<file path="config.mk">
export PLATFORM = sky130hd
export DESIGN_NAME = allpass_shelving_lowpass_top_flat
export DESIGN_NICKNAME = d
export VERILOG_FILES = /design/src/rtl/core/aspl_pkg.sv /design/src/rtl/core/aspl_ifs.sv /design/src/rtl/core/allpass_shelving_lowpass_top.sv /design/src/flat_wrapper.sv
export SDC_FILE = /design/constraint.sdc
export NUM_CORES = 1
export LEC_CHECK = 0
export BUFFER_PORTS_ARGS = -buffer_cell sky130_fd_sc_hd__buf_2
export CORE_UTILIZATION = 45
export CTS_BUF_LIST = sky130_fd_sc_hd__clkbuf_8
export CTS_CLUSTER_DIAMETER = 30
export DETAILED_ROUTE_END_ITERATION = 8
export GPL_TIMING_DRIVEN = 0
export PLACE_DENSITY = 0.67
export SYNTH_ARGS = -nofsm -noshare
export SYNTH_HDL_FRONTEND = slang
export SYNTH_SLANG_ARGS = --single-unit
</file>
<file path="constraint.sdc">
create_clock -name clock -period 9.6 [get_ports clock]
set_input_delay 0.48 -clock clock [delete_from_list [all_inputs] [get_ports clock]]
set_output_delay 0.48 -clock clock [all_outputs]
set_load 0.03 [all_outputs]
</file>
<file path="src/rtl/core/aspl_pkg.sv">
// ----------------------------------------------------------------------------
// aspl_pkg: shared types and constants of the allpass shelving low-pass filter
// Holds the field widths, the register indexes, the reset values of alpha
// and the shelf gain, the sequencer states and the datapath control word.
// ----------------------------------------------------------------------------
package aspl_pkg;

   localparam int FIELD_W    = 32;
   localparam int COEF_W     = 32;
   localparam int CSR_DATA_W = 32;
   localparam int CSR_INDEX_W = 1;
   localparam int CNT_W      = $clog2(COEF_W);

   localparam logic [CSR_INDEX_W-1:0] REG_ALLPASS_COEF = 1'b0;
   localparam logic [CSR_INDEX_W-1:0] REG_SHELF_GAIN   = 1'b1;

   localparam logic [COEF_W-1:0] ALLPASS_COEF_RESET = 32'd0;
   localparam logic [COEF_W-1:0] SHELF_GAIN_RESET   = 32'd322122547;

   localparam logic [CNT_W-1:0] STEP_LAST = CNT_W'(COEF_W - 1);

   typedef enum logic [2:0] {
      ST_IDLE,
      ST_MUL_A,
      ST_AP_SAT,
      ST_MUL_K,
      ST_FIN
   } state_type;

   typedef struct packed {
      logic req_ready;
      logic start;
      logic step0;
      logic step1;
      logic ap_load;
      logic rsp_load;
   } ctrl_type;

endpackage

</file>
<file path="src/rtl/core/aspl_ifs.sv">
// ----------------------------------------------------------------------------
// aspl_ifs: request and response channels of the filter
// Each channel carries valid, ready and its payload; a request moves when
// valid and ready are both high at a rising clock edge.
// ----------------------------------------------------------------------------
interface aspl_req_if;
   import aspl_pkg::*;

   logic               valid;
   logic               ready;
   logic [FIELD_W-1:0] sample_in;

   modport source (output valid, output sample_in, input ready);
   modport sink   (input valid, input sample_in, output ready);
endinterface

interface aspl_rsp_if;
   import aspl_pkg::*;

   logic               valid;
   logic               ready;
   logic [FIELD_W-1:0] sample_out;
   logic               clipped;

   modport source (output valid, output sample_out, output clipped, input ready);
   modport sink   (input valid, input sample_out, input clipped, output ready);
endinterface

</file>
<file path="src/rtl/core/allpass_shelving_lowpass_top.sv">
// ----------------------------------------------------------------------------
// allpass_shelving_lowpass_top: first-order allpass shelving low-pass filter
// One signed sample goes in on req and one filtered sample with a clip flag
// comes out on rsp. Alpha and the shelf gain are set through the csr port.
//
// A request is taken only while the sequencer is idle. The three products run
// on bit-serial shift-add lanes, one coefficient bit per cycle: alpha*x and
// alpha*ap_prev side by side in ST_MUL_A, then ST_AP_SAT forms and saturates
// the allpass output, then k*(x-ap) in ST_MUL_K, and ST_FIN rounds, saturates
// and loads the response register. The sequencer then returns to idle, where
// the next request can be accepted; a new request is not taken before the
// last one has been loaded into the response register.
// The response register parts the two sides: a finished result waits there
// while the next request is accepted and processed. If the receiver stalls,
// the sequencer holds its finished result until the response register frees.
// Synchronous reset clears both stored samples to zero, sets alpha to zero
// and the shelf gain to about 1.2, and empties the response register.
// ----------------------------------------------------------------------------
module allpass_shelving_lowpass_top #(
   parameter int SAMPLE_BITS = 32
) (
   input  logic                              clock,
   input  logic                              reset,
   aspl_req_if.sink                          req,
   aspl_rsp_if.source                        rsp,
   input  logic                              csr_we,
   input  logic [aspl_pkg::CSR_INDEX_W-1:0]  csr_index,
   input  logic [aspl_pkg::CSR_DATA_W-1:0]   csr_wdata
);
   import aspl_pkg::*;

   localparam int SB = SAMPLE_BITS;
   localparam int MW = SB + 1;
   localparam int HW = MW + 1;
   localparam int AW = HW + 1;
   localparam int YW = HW + 4;

   localparam logic [SB-1:0] SMAX = {1'b0, {(SB-1){1'b1}}};
   localparam logic [SB-1:0] SMIN = {1'b1, {(SB-1){1'b0}}};

   state_type state_ff, state_in;
   ctrl_type  ctrl;

   logic [COEF_W-1:0]  alpha_ff, gain_ff;
   logic [COEF_W-1:0]  coef_sh_ff, coef_sh_in;
   logic [CNT_W-1:0]   cnt_ff, cnt_in;
   logic [MW-1:0]      m0_ff, m1_ff;
   logic [HW-1:0]      hi0_ff, hi1_ff;
   logic [COEF_W-1:0]  lo0_ff, lo1_ff;
   logic [SB-1:0]      x_ff, prev_x_ff, prev_ap_ff;
   logic [MW-1:0]      sum_ff;
   logic               rsp_valid_ff;
   logic [FIELD_W-1:0] rsp_sample_ff, rsp_sample_in;
   logic               rsp_clip_ff;

   logic               coef_bit, last_step;
   logic [HW-1:0]      m0_ext, m1_ext, add0, add1, s0, s1;
   logic [AW-1:0]      p1, p2, ap_raw;
   logic               ap_ovf;
   logic [SB-1:0]      ap_sat, x_new;
   logic [YW-1:0]      y_acc, y_sum;
   logic [YW-2:0]      y_wide;
   logic               y_ovf;
   logic signed [SB-1:0] y_sat;

   // Next state.
   always_comb begin
      state_in = state_ff;
      case (state_ff)
         ST_IDLE: begin
            if (req.valid) state_in = ST_MUL_A;
         end
         ST_MUL_A: begin
            if (last_step) state_in = ST_AP_SAT;
         end
         ST_AP_SAT: state_in = ST_MUL_K;
         ST_MUL_K: begin
            if (last_step) state_in = ST_FIN;
         end
         ST_FIN: begin
            if (!rsp_valid_ff || rsp.ready) state_in = ST_IDLE;
         end
         default: state_in = ST_IDLE;
      endcase
   end

   // Control outputs.
   always_comb begin
      ctrl = '0;
      case (state_ff)
         ST_IDLE: begin
            ctrl.req_ready = 1'b1;
            ctrl.start     = req.valid;
         end
         ST_MUL_A: begin
            ctrl.step0 = 1'b1;
            ctrl.step1 = 1'b1;
         end
         ST_AP_SAT: ctrl.ap_load = 1'b1;
         ST_MUL_K:  ctrl.step0   = 1'b1;
         ST_FIN:    ctrl.rsp_load = !rsp_valid_ff || rsp.ready;
         default:   ctrl = '0;
      endcase
   end

   assign req.ready = ctrl.req_ready;

   // Shift-add lanes; the last coefficient bit carries negative weight.
   assign coef_bit  = coef_sh_ff[0];
   assign last_step = (cnt_ff == STEP_LAST);
   assign m0_ext    = {m0_ff[MW-1], m0_ff};
   assign m1_ext    = {m1_ff[MW-1], m1_ff};
   assign add0 = coef_bit ? (last_step ? ({HW{1'b0}} - m0_ext) : m0_ext) : {HW{1'b0}};
   assign add1 = coef_bit ? (last_step ? ({HW{1'b0}} - m1_ext) : m1_ext) : {HW{1'b0}};
   assign s0   = hi0_ff + add0;
   assign s1   = hi1_ff + add1;

   assign coef_sh_in = {1'b0, coef_sh_ff[COEF_W-1:1]};
   assign cnt_in     = cnt_ff + CNT_W'(1);

   // Allpass output: floor(a*x/2^31) + floor(a*ap_prev/2^31) - x_prev.
   assign p1     = {hi0_ff, lo0_ff[COEF_W-1]};
   assign p2     = {hi1_ff, lo1_ff[COEF_W-1]};
   assign ap_raw = p1 + p2 - {{(AW-SB){prev_x_ff[SB-1]}}, prev_x_ff};
   assign ap_ovf = (ap_raw[AW-1:SB-1] != {(AW-SB+1){ap_raw[SB-1]}});
   assign ap_sat = ap_ovf ? (ap_raw[AW-1] ? SMIN : SMAX) : ap_raw[SB-1:0];

   // Output: (floor(k*diff/2^28) + sum) / 2, rounded toward minus infinity.
   assign y_acc  = {hi0_ff, lo0_ff[COEF_W-1:COEF_W-4]};
   assign y_sum  = y_acc + {{(YW-MW){sum_ff[MW-1]}}, sum_ff};
   assign y_wide = y_sum[YW-1:1];
   assign y_ovf  = (y_wide[YW-2:SB-1] != {(YW-SB){y_wide[SB-1]}});
   assign y_sat  = y_ovf ? (y_wide[YW-2] ? SMIN : SMAX) : y_wide[SB-1:0];
   assign rsp_sample_in = FIELD_W'(y_sat);

   assign x_new = req.sample_in[SB-1:0];

   always_ff @(posedge clock) begin
      if (reset) begin
         state_ff     <= ST_IDLE;
         cnt_ff       <= '0;
         alpha_ff     <= ALLPASS_COEF_RESET;
         gain_ff      <= SHELF_GAIN_RESET;
         prev_x_ff    <= '0;
         prev_ap_ff   <= '0;
         rsp_valid_ff <= 1'b0;
      end else begin
         state_ff <= state_in;
         if (ctrl.start || ctrl.ap_load) begin
            cnt_ff <= '0;
         end else if (ctrl.step0) begin
            cnt_ff <= cnt_in;
         end
         if (csr_we) begin
            case (csr_index)
               REG_ALLPASS_COEF: alpha_ff <= csr_wdata[COEF_W-1:0];
               REG_SHELF_GAIN:   gain_ff  <= csr_wdata[COEF_W-1:0];
               default: ;
            endcase
         end
         if (ctrl.ap_load) begin
            prev_x_ff  <= x_ff;
            prev_ap_ff <= ap_sat;
         end
         if (ctrl.rsp_load) begin
            rsp_valid_ff <= 1'b1;
         end else if (rsp.ready) begin
            rsp_valid_ff <= 1'b0;
         end
      end
   end

   always_ff @(posedge clock) begin
      if (ctrl.start) begin
         x_ff       <= x_new;
         m0_ff      <= {x_new[SB-1], x_new};
         m1_ff      <= {prev_ap_ff[SB-1], prev_ap_ff};
         coef_sh_ff <= alpha_ff;
         hi0_ff     <= '0;
         lo0_ff     <= '0;
         hi1_ff     <= '0;
         lo1_ff     <= '0;
      end else if (ctrl.ap_load) begin
         m0_ff      <= {x_ff[SB-1], x_ff} - {ap_sat[SB-1], ap_sat};
         sum_ff     <= {x_ff[SB-1], x_ff} + {ap_sat[SB-1], ap_sat};
         coef_sh_ff <= gain_ff;
         hi0_ff     <= '0;
         lo0_ff     <= '0;
      end else begin
         if (ctrl.step0) begin
            hi0_ff     <= {s0[HW-1], s0[HW-1:1]};
            lo0_ff     <= {s0[0], lo0_ff[COEF_W-1:1]};
            coef_sh_ff <= coef_sh_in;
         end
         if (ctrl.step1) begin
            hi1_ff <= {s1[HW-1], s1[HW-1:1]};
            lo1_ff <= {s1[0], lo1_ff[COEF_W-1:1]};
         end
      end
      if (ctrl.rsp_load) begin
         rsp_sample_ff <= rsp_sample_in;
         rsp_clip_ff   <= y_ovf;
      end
   end

   assign rsp.valid      = rsp_valid_ff;
   assign rsp.sample_out = rsp_sample_ff;
   assign rsp.clipped    = rsp_clip_ff;

`ifndef SYNTHESIS
   a_idle_count_clear: assert property (@(posedge clock) disable iff (reset)
      (state_ff == ST_IDLE) |-> (cnt_ff == '0))
      else $error("step counter not cleared while idle");

   a_accept_starts: assert property (@(posedge clock) disable iff (reset)
      (req.valid && req.ready) |=> (state_ff == ST_MUL_A))
      else $error("accepted request did not start the allpass products");

   a_products_then_ap: assert property (@(posedge clock) disable iff (reset)
      (state_ff == ST_MUL_A && cnt_ff == STEP_LAST) |=> (state_ff == ST_AP_SAT))
      else $error("allpass products did not end after the last coefficient bit");

   a_rsp_from_fin: assert property (@(posedge clock) disable iff (reset)
      $rose(rsp_valid_ff) |-> ($past(state_ff) == ST_FIN))
      else $error("response loaded outside the final step");
`endif

endmodule
</file>
<file path="src/flat_wrapper.sv">
// flat-port wrapper written by rule: the top's interface ports become plain ports
module allpass_shelving_lowpass_top_flat import aspl_pkg::*;
#(
   parameter int SAMPLE_BITS = 32
)
  (clock, reset, csr_we, csr_index, csr_wdata, req_valid, req_sample_in, req_ready, rsp_valid, rsp_sample_out, rsp_clipped, rsp_ready);
  aspl_req_if req_i ();
  aspl_rsp_if rsp_i ();
  input  logic clock;
  input  logic reset;
  input  logic csr_we;
  input  logic [aspl_pkg::CSR_INDEX_W-1:0] csr_index;
  input  logic [aspl_pkg::CSR_DATA_W-1:0] csr_wdata;
  input wire logic [$bits(req_i.valid)-1:0] req_valid;
  input wire logic [$bits(req_i.sample_in)-1:0] req_sample_in;
  output wire logic [$bits(req_i.ready)-1:0] req_ready;
  output wire logic [$bits(rsp_i.valid)-1:0] rsp_valid;
  output wire logic [$bits(rsp_i.sample_out)-1:0] rsp_sample_out;
  output wire logic [$bits(rsp_i.clipped)-1:0] rsp_clipped;
  input wire logic [$bits(rsp_i.ready)-1:0] rsp_ready;
  assign req_i.valid = req_valid;
  assign req_i.sample_in = req_sample_in;
  assign req_ready = req_i.ready;
  assign rsp_valid = rsp_i.valid;
  assign rsp_sample_out = rsp_i.sample_out;
  assign rsp_clipped = rsp_i.clipped;
  assign rsp_i.ready = rsp_ready;
  allpass_shelving_lowpass_top #(.SAMPLE_BITS(SAMPLE_BITS)) u_core (.clock(clock), .reset(reset), .req(req_i), .rsp(rsp_i), .csr_we(csr_we), .csr_index(csr_index), .csr_wdata(csr_wdata));
endmodule
</file>
==> After elaboration in Yosys (flattened, before gate mapping) <==
Cells that the tools add are included.
{ "classes": {"n_reduce_logical": 15, "n_addsub": 10, "mux": 25, "bitwise": 3, "n_eq_ne": 11} }
{ "ops": {"columns": ["cell", "count"], "rows": [
  ["two-way mux 32 bit", 7],
  ["two-way mux 34 bit", 4],
  ["adder 34 bit", 2],
  ["two-way mux 33 bit", 2],
  ["adder 37 x 33 -> 38 bit", 1],
  ["adder 34 x 34 -> 35 bit", 1],
  ["subtractor 35 bit", 1],
  ["subtractor 1 x 33 -> 34 bit (first input constant)", 1],
  ["adder 32 x 32 -> 33 bit", 1],
  ["subtractor 1 x 32 -> 33 bit (first input constant)", 1],
  ["subtractor 32 x 32 -> 33 bit", 1],
  ["case mux 3 bit (5 select lines)", 1],
  ["two-way mux 3 bit", 4],
  ["AND reduction 2 bit", 4],
  ["equality test 3 x 2 -> 1 bit (second input constant)", 2],
  ["two-way mux 1 bit", 6],
  ["!= test 2 x 1 -> 1 bit (second input constant)", 3],
  ["OR reduction 2 bit", 3],
  ["adder 5 x 1 -> 5 bit (second input constant)", 1],
  ["equality test 5 bit (second input constant)", 1],
  ["!= test 5 bit", 1],
  ["AND reduction 4 bit", 1],
  ["nonzero test 2 bit", 2],
  ["equality test 3 x 1 -> 1 bit (second input constant)", 1],
  ["other kinds (9)", 12]
]} }
{ "totals": {"output_inout_bits": 35, "wordCells": 82, "ff_bits": 462} }

==> Longest topological paths before layout <==
{ "logic_depth": {"ltp_word": 7, "mapped_depth": 33, "depth_no_buf": 31} }

==> Worst setup path after synthesis <==
OpenSTA, ideal clock, no wires.
{ "synth_timing": {"path_kind": "register -> register", "startpoint": "reg u_core.hi0_ff[0]", "endpoint": "reg u_core.m0_ff[30], data pin", "synth_period_minus_slack_ns": 6.806, "arrival_time_ns": 6.536, "path_slack_ns": 2.794, "stages_incl_launch_ff": 26, "setup_ns": 0.270, "path_buffers": 1, "cell_sequence": "dfxtp_1 -> inv_1 -> fa_1 -> fa_1 -> nand2b_1 -> a21oi_1 -> o21ai_0 -> o211ai_1 -> a311oi_1 -> o311a_1 -> a21o_1 -> or2_2 -> o31ai_1 -> clkbuf_1 -> a21oi_1 -> ha_1 -> or3_1 -> o21bai_1 -> a2111o_1 -> a31o_2 -> a21o_1 -> a221oi_1 -> o21ai_0 -> a21oi_1 -> xnor2_1 -> a21oi_1"} }
{ "synth_between": {"elab_chain_len": 7, "word_cells_on_any_way": 8} }
{ "synth_rtl": {"columns": ["element", "line_no", "text"], "rows": [
  ["start, declared", "allpass_shelving_lowpass_top.sv:48", "logic [HW-1:0] hi0_ff, hi1_ff;"],
  ["start signal, assigned", "allpass_shelving_lowpass_top.sv:191", "hi0_ff <= {s0[HW-1], s0[HW-1:1]};"],
  ["adder 34 x 34 -> 35 bit (*)", "allpass_shelving_lowpass_top.sv:124", "assign ap_raw = p1 + p2 - {{(AW-SB){prev_x_ff[SB-1]}}, prev_x_ff};"],
  ["subtractor 35 bit (*)", "allpass_shelving_lowpass_top.sv:124", null],
  ["!= test 3 bit / two-way mux 32 bit (equally long branches)", "allpass_shelving_lowpass_top.sv:125, allpass_shelving_lowpass_top.sv:126", null],
  ["two-way mux 32 bit (*)", "allpass_shelving_lowpass_top.sv:126", "assign ap_sat = ap_ovf ? (ap_raw[AW-1] ? SMIN : SMAX) : ap_raw[SB-1:0];"],
  ["subtractor 32 x 32 -> 33 bit (*)", "allpass_shelving_lowpass_top.sv:184", "m0_ff <= {x_ff[SB-1], x_ff} - {ap_sat[SB-1], ap_sat};"],
  ["two-way mux 33 bit (*)", "allpass_shelving_lowpass_top.sv:183", "end else if (ctrl.ap_load) begin"],
  ["two-way mux 33 bit (*)", "allpass_shelving_lowpass_top.sv:174", "if (ctrl.start) begin"],
  ["end signal, assigned", "allpass_shelving_lowpass_top.sv:176", "m0_ff <= {x_new[SB-1], x_new};"],
  ["end signal, assigned", "allpass_shelving_lowpass_top.sv:184", null],
  ["end, declared", "allpass_shelving_lowpass_top.sv:47", "logic [MW-1:0] m0_ff, m1_ff;"]
]} }
Every way passes the cells marked *; elsewhere a longest branch is shown, timed or not. The select of a mux whose other input is x is not followed.
A chain may end at the register's enable or synchronous reset.

==> Worst setup path after layout <==
{ "layout_timing": {"startpoint": "reg u_core.hi1_ff[0]", "endpoint": "reg u_core.sum_ff[30], data pin"} }
{ "layout_between": {"elab_chain_len": 5, "word_cells_on_any_way": 6} }
{ "layout_rtl": {"columns": ["element", "line_no", "text"], "rows": [
  ["start, declared", "allpass_shelving_lowpass_top.sv:48", null],
  ["start signal, assigned", "allpass_shelving_lowpass_top.sv:196", "hi1_ff <= {s1[HW-1], s1[HW-1:1]};"],
  ["adder 34 x 34 -> 35 bit (*)", "allpass_shelving_lowpass_top.sv:124", null],
  ["subtractor 35 bit (*)", "allpass_shelving_lowpass_top.sv:124", null],
  ["!= test 3 bit / two-way mux 32 bit (equally long branches)", "allpass_shelving_lowpass_top.sv:125, allpass_shelving_lowpass_top.sv:126", null],
  ["two-way mux 32 bit (*)", "allpass_shelving_lowpass_top.sv:126", null],
  ["via u_core.ap_sat[0]", "allpass_shelving_lowpass_top.sv:60", "logic [SB-1:0] ap_sat, x_new;"],
  ["adder 32 x 32 -> 33 bit (*)", "allpass_shelving_lowpass_top.sv:185", "sum_ff <= {x_ff[SB-1], x_ff} + {ap_sat[SB-1], ap_sat};"],
  ["end signal, assigned", "allpass_shelving_lowpass_top.sv:185", null],
  ["end, declared", "allpass_shelving_lowpass_top.sv:51", "logic [MW-1:0] sum_ff;"]
]} }
Mark *: on every way through the listed nets, which the timed path passes. The rest lies on a longest branch.

==> reports/qor.csv <==
stage,metric,value,unit
floorplan,die_area,61910,sq um
worst_setup_path,max_stage_delay,0.58,ns
detailed_routing,viasPerCell,5.600,
finish,fin_util,0.5228,
finish,final_common_cell,nand2_1,
global_route,antenna_found_initial,9,
finish,layout_common_cells,"nand2_1 (482), a21oi_1 (390), inv_1 (230)",
synth,synth-seq-cells,403,
timing,setup_viol,0,
detailed_routing,routedWlPerCell,20.21,um
floorplan,rows,90,
cts,cts_made_buffers,90,
placed_design,port_buffers,104,
floorplan,die_w,248.8,um
timing,holdWs,0.04642,ns
worst_setup_path,cp.arrival,9.69,ns
finish,fillers,5620,
timing,fmax,0.1076,GHz
detailed_routing,drt-initial-drc-count,2430,
synth,syn-cell-area,27410,sq um
timing,period_share,0.9679,
finish,finalNetCount,3807,
worst_setup_path,critPathRequiredTime,10.00,ns
global_route,grt_pass1_wl,132600,um
timing,slew_violations,0,
worst_setup_path,reg2regPathDepth,30,
finish,seqCellArea,10020,sq um
global_route,grt_max_degree,42,
detailed_routing,vias,24380,
worst_hold_path,hp-start,csr_wdata[9],
cts,clock-root-buffer,clkbuf_8,
synth,synthArstFlopShare,0,
worst_setup_path,critPathLaunchType,flop,
worst_hold_path,hold_depth,3,
timing,relSlewSlack,0.2152,
global_route,grt_overflow,0,
timing,finalCriticalPeriod,9.292,ns
global_route,grt_use_total,0.2799,
synth,synth-edff-count,195,
cts,tritoncts,built,
synth,ys_top_cells_by_area,"edfxtp_1 (21%), dfxtp_1 (15%), ha_1 (9.4%)",
floorplan,coreArea,60250,sq um
synth,syn_nets,3555,
floorplan,die_height,248.8,um
flow_run,drv_cap,0,
floorplan,start_util,0.4550,
placed_design,hpwl,69690,um
synth,synth_area_leader_cell,edfxtp_1,
worst_setup_path,r2r_start,u_core.hi1_ff[0],
outcome,status,"finished, final reports clean",
worst_setup_path,worstSetupPathType,flop to flop,
synth,synth_ff_type,dfxtp_1,
worst_setup_path,crit_fanout,10,
detailed_routing,post-route-drc-count,0,
cts,clkTransAtPathRegs,0.06,ns
detailed_routing,wl,88010,um
cts,clock-sinks,403,
synth,synth_warnings,0,
timing,hold_viol,0,
synth,yosysSeqAreaShare,0.3655,
finish,drive_gt1_frac,0.08126,
timing,fin_worst_skew,0.03504,ns
finish,multi_input_area,15990,sq um
detailed_routing,antenna_left,0,
cts,htree_levels,3,
detailed_routing,dr.pass1.iters,5,
worst_setup_path,end_kind,flop,
worst_setup_path,slowest_stage,o211ai_1,
cts,ctsLongestPathBuffers,3,
cts,clk_latency,0.70,ns
synth,synth_top_area_frac,0.2136,
global_route,grt_pass1_vias,22700,
placed_design,gp_congestion,0.9895,
placed_design,place_ws,0.5194,ns
worst_hold_path,hp-class,input pin to flop,
synth,synth_cell_types,72,
cts,post_cts_buffers,0,
floorplan,ios,105,
synth,syn_avg_cell_area,8.458,sq um
timing,worst_pin_slew,1.173,ns
synth,synthesis.instances,3241,
worst_setup_path,critPathLaunch,u_core.hi1_ff[0],
timing,worst_slack,0.3079,ns
finish,area_delta_synth_final,14.90,%
==> cell type report <==
| type | instances | share of cell area |
|---|---|---|
| Multi-Input combinational cell | 2462 | 0.5075 |
| Sequential cell | 403 | 0.3181 |
| Clock buffer | 99 | 0.04326 |
| Timing Repair Buffer | 160 | 0.03551 |
| Tap cell | 782 | 0.03106 |
| Inverter | 219 | 0.02610 |
| Clock inverter | 69 | 0.01927 |
| Buffer | 157 | 0.01891 |
| Antenna cell | 3 | 0.0002383 |
==> routing by layer <==
layer	share of wire	vias up	global-route usage
li1	-	11900	-
met5	0	-	0
met4	0.040	0	0.1185
met1	0.44	11390	0.3785
met2	0.44	941	0.4407
met3	0.082	154	0.04796
==> sequential cells by signal (all words and copies together) (netlist names) <==
register / count
u_core.cnt_ff: 5
u_core.sum_ff: 33
u_core.gain_ff: 32
u_core.prev_ap_ff: 32
u_core.alpha_ff: 32
u_core.state_ff: 3
u_core.m0_ff: 33
u_core.rsp.clipped: 1
u_core.coef_sh_ff: 32
u_core.m1_ff: 32
u_core.prev_x_ff: 32
u_core.x_ff: 32
u_core.rsp.valid: 1
u_core.hi1_ff: 33
u_core.lo0_ff: 4
u_core.rsp.sample_out: 32
u_core.hi0_ff: 33
u_core.lo1_ff: 1
==> critical path, delay by kind of cell (launching register included) <==
family                     cells  cell delay, ns
xor gates and xnor gates       2            0.77
buffers and inverters          5            1.37
DFF                            1            0.39
and+or+nand+nor                4            0.99
AOI/OAI and AO/OA             15            3.87
adders and majority gates      4            1.59
==> metrics by stage <==
stage | instance area [sq um] | std cells | setup TNS, ns
4_1_cts | 31490 | 4351 | 0
5_1_grt | 31490 | 4352 | -0.002923
6_report | 31500 | 4354 | 0
3_3_place_gp | 28910 | 4127 | 0
2_1_floorplan | 27410 | 3241 | 0
3_5_place_dp | 29010 | 4132 | 0
==> worst paths after layout <==
kind                                     endpoint  slack [ns]
worst max-delay path            u_core.sum_ff[30]        0.31
worst min-delay path            u_core.gain_ff[9]        0.05
worst max register to register  u_core.sum_ff[30]        0.31
worst min register to register   u_core.m1_ff[18]        0.43
==> cell usage after synthesis (39+ instances only) <==
master / count
clkbuf_1: 151
dfxtp_1: 208
o21ai_0: 133
nor3_1: 89
xnor2_1: 187
nand2_1: 482
fa_1: 39
nand3_1: 50
a21oi_1: 390
xor2_1: 46
inv_1: 217
ha_1: 205
a21o_1: 120
edfxtp_1: 195
nor2_1: 192
and2_1: 70
==> kinds of logic after synthesis <==
group	share of synthesized area
simple gates	0.1774
fa+ha+maj	0.1221
mux	0.003286
flops	0.3655
buf+inv	0.05153
xor+xnor	0.07444
compound gates	0.2058
==> what timing repair did <==
action,4_1_cts,5_1_grt
endpoints found under the hold margin,64,0
endpoints found under the setup margin,0,2
resized for setup,0,2
hold buffers,51,0
Power is not shown: default switching activity piles up to over one toggle a cycle in this logic, so the estimate is an artifact.
